[config.mk]
export PLATFORM = sky130hd
export DESIGN_NAME = pim_mul
export DESIGN_NICKNAME = d
export VERILOG_FILES = /design/src/hdl/pim_pkg.sv /design/src/hdl/pim_mul.sv
export SDC_FILE = /design/constraint.sdc
export NUM_CORES = 2
export LEC_CHECK = 0
export BUFFER_PORTS_ARGS = -buffer_cell sky130_fd_sc_hd__buf_2
export CORE_MARGIN = 2
export CORE_UTILIZATION = 30
export DETAILED_ROUTE_END_ITERATION = 7
export GPL_TIMING_DRIVEN = 1
export SKIP_LAST_GASP = 1
export SYNTH_ARGS = -nofsm -noshare
export SYNTH_HDL_FRONTEND = slang
export SYNTH_SLANG_ARGS = --single-unit
[constraint.sdc]
create_clock -name clock -period 10.2 [get_ports clock]
set_clock_uncertainty 0.15 [all_clocks]
set_input_delay 1.02 -clock clock [delete_from_list [all_inputs] [get_ports clock]]
set_output_delay 1.02 -clock clock [all_outputs]
set_load 0.01 [all_outputs]
[src/hdl/pim_pkg.sv]
// Package for the point-in-moment-ellipse block: payload types, register
// indexes and fixed widths. No dependencies; every other file imports it.
package pim_pkg;

   // Coordinate width of points and centre (signed, 8 fraction bits)
   localparam int COORD_BITS = 24;

   // Limb width of the partial-product multiplier
   localparam int MUL_LIMB_W = 32;

   // Register index width and register map
   localparam int CSR_IDX_W = 3;
   localparam logic [CSR_IDX_W-1:0] REG_CENTRE_X  = 3'd0;
   localparam logic [CSR_IDX_W-1:0] REG_CENTRE_Y  = 3'd1;
   localparam logic [CSR_IDX_W-1:0] REG_MOMENT_XX = 3'd2;
   localparam logic [CSR_IDX_W-1:0] REG_MOMENT_YY = 3'd3;
   localparam logic [CSR_IDX_W-1:0] REG_MOMENT_XY = 3'd4;

   // One query point
   typedef struct packed {
      logic signed [COORD_BITS-1:0] point_x;
      logic signed [COORD_BITS-1:0] point_y;
   } req_payload_type;

   // One test result
   typedef struct packed {
      logic inside_res;
      logic bad_shape;
   } rsp_payload_type;

endpackage

[src/hdl/pim_mul.sv]
// Two-stage signed multiplier built from limb partial products.
// Depends on pim_pkg for the limb width.
module pim_mul #(
   parameter int A_W = 25,
   parameter int B_W = 25
) (
   input  logic                      clock,
   input  logic signed [A_W-1:0]     a,
   input  logic signed [B_W-1:0]     b,
   output logic signed [A_W+B_W-1:0] p
);
   import pim_pkg::*;

   localparam int PW  = A_W + B_W;
   // Low limbs are unsigned, the top limb keeps one extra bit for the sign
   localparam int KA  = (A_W > 1) ? ((A_W - 2) / MUL_LIMB_W + 1) : 1;
   localparam int KB  = (B_W > 1) ? ((B_W - 2) / MUL_LIMB_W + 1) : 1;
   localparam int AXW = KA * MUL_LIMB_W + 1;
   localparam int BXW = KB * MUL_LIMB_W + 1;
   localparam int LW  = MUL_LIMB_W + 1;
   localparam int PPW = 2 * LW;
   localparam int TW  = PW + PPW;

   logic signed [AXW-1:0] ax;
   logic signed [BXW-1:0] bx;
   logic signed [LW-1:0]  a_limb [KA];
   logic signed [LW-1:0]  b_limb [KB];
   logic signed [PPW-1:0] pp_ff  [KA][KB];
   logic signed [PPW-1:0] pp_in  [KA][KB];
   logic signed [TW-1:0]  acc;
   logic signed [PW-1:0]  p_ff, p_in;

   assign ax = AXW'(a);
   assign bx = BXW'(b);

   // Cut both operands into limbs
   always_comb begin
      for (int i = 0; i < KA; i++) begin
         if (i == KA - 1) a_limb[i] = ax[i*MUL_LIMB_W +: LW];
         else             a_limb[i] = {1'b0, ax[i*MUL_LIMB_W +: MUL_LIMB_W]};
      end
      for (int j = 0; j < KB; j++) begin
         if (j == KB - 1) b_limb[j] = bx[j*MUL_LIMB_W +: LW];
         else             b_limb[j] = {1'b0, bx[j*MUL_LIMB_W +: MUL_LIMB_W]};
      end
   end

   // Form the partial products
   always_comb begin
      for (int i = 0; i < KA; i++) begin
         for (int j = 0; j < KB; j++) begin
            pp_in[i][j] = a_limb[i] * b_limb[j];
         end
      end
   end

   // Align and add the partial products; the product fits in PW bits
   always_comb begin
      acc = '0;
      for (int i = 0; i < KA; i++) begin
         for (int j = 0; j < KB; j++) begin
            acc = acc + (TW'(pp_ff[i][j]) <<< ((i + j) * MUL_LIMB_W));
         end
      end
      p_in = acc[PW-1:0];
   end

   // Advance both stages every cycle
   always_ff @(posedge clock) begin
      pp_ff <= pp_in;
      p_ff  <= p_in;
   end

   assign p = p_ff;

endmodule

Yosys cells after proc, flatten, opt, wreduce, memory -nomap -nowiden
Index checks and enable logic that the tools add are counted.
{"block": "totals", "regBits": 100}
{"block": "op_classes", "multipliers": 1}
{"cell": "$mul 25x25->50", "count": 1}

Logic depth before layout (Yosys ltp)
{"block": "depth", "depth_word": 1, "mapped_depth": 26}

Worst setup path after synthesis
No wires, ideal clock.
{"block": "synth_path", "path_kind": "input -> register", "from": "input a[24]", "to": "register pp_ff[47] (netlist bit)", "setup_ns": 0.119, "arrival_time_ns": 7.596, "setup_slack_ns": 2.335, "path_stages": 24, "path_buffers": 1, "cell_sequence": "clkbuf_1 > nand2_1 > inv_1 > fa_1 > inv_1 > fa_1 > inv_1 > fa_1 > inv_1 > fa_1 > fa_1 > fa_1 > fa_1 > inv_1 > ha_1 > inv_1 > nor2_1 > nand2_1 > a211o_1 > a21o_1 > a221oi_1 > a31o_2 > a21oi_1 > xnor2_1"}
{"element": "start, declared", "line_no": "pim_mul.sv:8", "text": "input logic signed [A_W-1:0] a,"}
{"element": "end signal, assigned", "line_no": "pim_mul.sv:70", "text": "pp_ff <= pp_in;"}
{"element": "end, declared", "line_no": "pim_mul.sv:28", "text": "logic signed [PPW-1:0] pp_ff [KA][KB];"}

==> summary.md <==
| Metric | Value |
|---|---|
| Crit path launch type | primary input |
| Post-synth cell types | 57 |
| Avg WL per Cell | ~17 µm |
| Global-route wire length before repair | 105,400 µm |
| Status | finished clean |
| R2r worst-path depth | 0 |
| Die height | slightly below 300 µm |
| DR pass1 iterations | 5 |
| Least-Margin Pin Slew | 1.191 ns |
| GPL Wtd Cong | 0.8644 |
| Part of the Yosys area used for sequential elements | 0.07977 |
| Port Buf Inserts | 100 |
| Worst R2R Start | pp_ff[20] |
| Core area | 83,290 µm² |
| R2R Setup Slk | 9.60 ns |
| Multi-input gate area | about 20,000 µm² |
| Initial antenna violation count | 1 |
| FF+latch count, synth | 100 |
| Hold WC Path Type | register to register |
| Vias in the first global route | 19,170 |
| Commonest cells after routing, fill and taps aside | inv_1, fa_1, and2_1 |
| Post-DP HPWL | ~53,000 µm |
| Die X-Extent | 293.2 µm |
| Area delta synth->final | 7.259% |
| Starting DRC count in detailed routing | 758 |
| Synth async-reset ratio | 0 |
| Max_slew headroom | 0.1958 |
| H-tree levels | 3 |
| Synth Area per Inst | between 9 and 10 µm² |
| Number of synthesized flops with an enable pin | 0 |
| CTS root buffer | clkbuf_16 |
| Dpl ws | 1.359 ns |
| FF+latch area | 2002 µm² |
| Congestion Overflow GR | 0 |
| Synthesized cell area | 25,100 µm² |
| Post-route setup TNS | 0 ns |
| Slowest stage delay, CP | 0.87 ns |
| Share of cells above drive strength 1 | 0.05185 |
| Ys flop type | dfxtp_1 |
| Worst-path maximum fanout | 25 |
| Clock transition at path regs | 0.07 ns |
| Fin worst setup slack | 1.686 ns |
| Worst Path Arrival | 8.64 ns |
| Pin count of the biggest net entering global routing | 27 |
| Hold path depth | 0 |
| Clock Path Buffers | 2 |
| Post-cts gate resize count | 0 |
| Vias | 16,960 |
| Achievable Freq | 117.5 MHz |
| Total GRT Usage | 0.1606 |
| Die ar. | about 86,000 µm² |
| Initial core utilization | 0.3013 |
| Min-Delay Endpoint | p[12] |
| Final setup violation count | 0 |
| Setup Buffers After CTS | 0 |
| Nets@finish | 3,487 |
| Clk Latency, worst-skew pair | 0.38 ns |
| CTS tree | yes |
| Crit path time final | between 8 and 9 ns |
| FF-to-FF End | p[20] |
| Syn Nets | ~3,500 |
| CP max-delay cell | fa_1 |
| Cts hold-fix bufs | 0 |
| Final hold violation count | 0 |
| TritonCTS buffer count | 9 |
| Routed Antenna Nets | 0 |
| Synth warnings | 0 |
| Maxcap violations | 0 |
| Unrepaired setup endpoints after global routing | no |
| Post-Synthesis Cells | 2,623 |
| Final Max Slew Viols | 0 |
| Most frequent CP cell | fa_1 |
| Period utilization | 0.8347 |
| Clock sinks | 100 |
| Hold Crit Start | pp_ff[12] |
| Crit. End Element | register |
| Setup CP Type | primary input to register |
| Post-route DRC violation count | 0 |
| Io pins | 101 |
| Row cnt | 106 |
| Final wirelength | roughly 64,000 µm |
| Fillers | ~8,700 |
| Vias/cell | 4.556 |
| CP cell instances | buf_2 > nand2_1 > inv_1 > fa_1 > inv_1 > fa_1 > inv_1 > fa_1 > inv_1 > fa_1 > fa_1 > fa_1 > fa_1 > inv_1 > ha_1 > inv_1 > nor2_1 > nand2_1 > a211o_1 > a21o_1 > a221oi_1 > a31o_2 > a21oi_1 > xnor2_1 |
| Commonest non-fill, non-tap cell in the layout | inv_1 |
| # diodes | 0 |
| Worst EP required | 10.32 ns |
[worst max-delay path: cells and delay by family]
family	cells	cell delay (ns)
AOI/OAI and AO/OA	5	1.26
xor gates and xnor gates	1	0.13
adders and majority gates	8	4.67
buffers and inverters	7	0.98
and+or+nand+nor	3	0.54
[worst max-delay path by stage]
stage | start | slack, ns | endpoint
4_1_cts | b[1] | 1.75 | pp_ff[47]
3_5_place_dp | b[1] | 1.36 | pp_ff[47]
3_3_place_gp | b[1] | 1.40 | pp_ff[47]
6_report | b[1] | 1.69 | pp_ff[47]
5_1_grt | b[1] | 1.26 | pp_ff[47]
2_1_floorplan | a[24] | 2.34 | pp_ff[47]
[cell families (layout without fill, tap and decap cells)]
kind of cell,after synthesis,in the layout,synth area share
and+or+nand+nor,722,722,0.1468
DFF,100,100,0.07977
xor gates and xnor gates,58,58,0.02024
AOI/OAI and AO/OA,140,140,0.03670
buffers and inverters,803,822,0.1209
muxes,1,1,0.0004487
adders and majority gates,799,799,0.5952
[routing by layer]
metal / vias to the layer above / track usage / part of all wire
li1: 7491 / - / -
met1: 8908 / 0.1829 / 0.38
met2: 435 / 0.3019 / 0.53
met3: 123 / 0.01914 / 0.040
met4: 2 / 0.06745 / 0.046
met5: - / 0 / 0.00019
[cells in the mapped netlist (2+ instances only)]
cell / instances / area [µm²]
buf_2: 2 / 10.01
inv_1: 696 / 2613
o31ai_1: 2 / 15.01
and3_1: 5 / 31.28
o21bai_1: 4 / 30.03
o21ai_0: 26 / 130.1
and2_1: 320 / 2002
nor3b_1: 2 / 15.01
nand2b_1: 9 / 56.30
a221oi_1: 2 / 17.52
dfxtp_1: 100 / 2002
o211ai_1: 2 / 15.01
nand3_1: 8 / 40.04
o21a_1: 3 / 22.52
a31oi_1: 6 / 37.54
nand2_2: 2 / 12.51
a21o_1: 28 / 210.2
nor3_1: 2 / 10.01
and4_1: 2 / 17.52
a31o_2: 2 / 17.52
fa_1: 658 / 13170
xnor2_1: 43 / 376.6
nor2b_1: 21 / 131.4
nand4_1: 5 / 31.28
clkbuf_1: 101 / 379.1
nor2_1: 19 / 71.32
nand2_1: 319 / 1197
ha_1: 141 / 1764
a211o_1: 3 / 26.28
a21oi_1: 43 / 215.2
o311ai_0: 3 / 26.28
xor2_1: 15 / 131.4
a211oi_1: 5 / 37.54
[state kept, by name, indices dropped and copies added (netlist names)]
signal  count
pp_ff      50
p          50
[metrics by stage]
stage	hold WS (ns)	std cells	instance area (µm²)	utilization
final	0.1777	3722	26920	0.3232
after global routing	0.1853	3722	26920	0.3232
after CTS	0.1796	3722	26920	0.3232
after detailed placement	0.1621	3706	26600	0.3194
after global placement	0.1603	3706	26600	0.3194
after floorplan	0.1596	2623	25100	-
[area by class of cell]
class / instances / share of cell area
Clock buffer: 9 / 0.008367
Clock inverter: 7 / 0.003347
Inverter: 696 / 0.09706
Multi-Input combinational cell: 1720 / 0.7453
Sequential cell: 100 / 0.07437
Tap cell: 1080 / 0.05020
Timing Repair Buffer: 110 / 0.02138
Power is left out: the tool's default activity adds up to more than one toggle a clock period on the data nets, which glitch-free logic cannot reach.
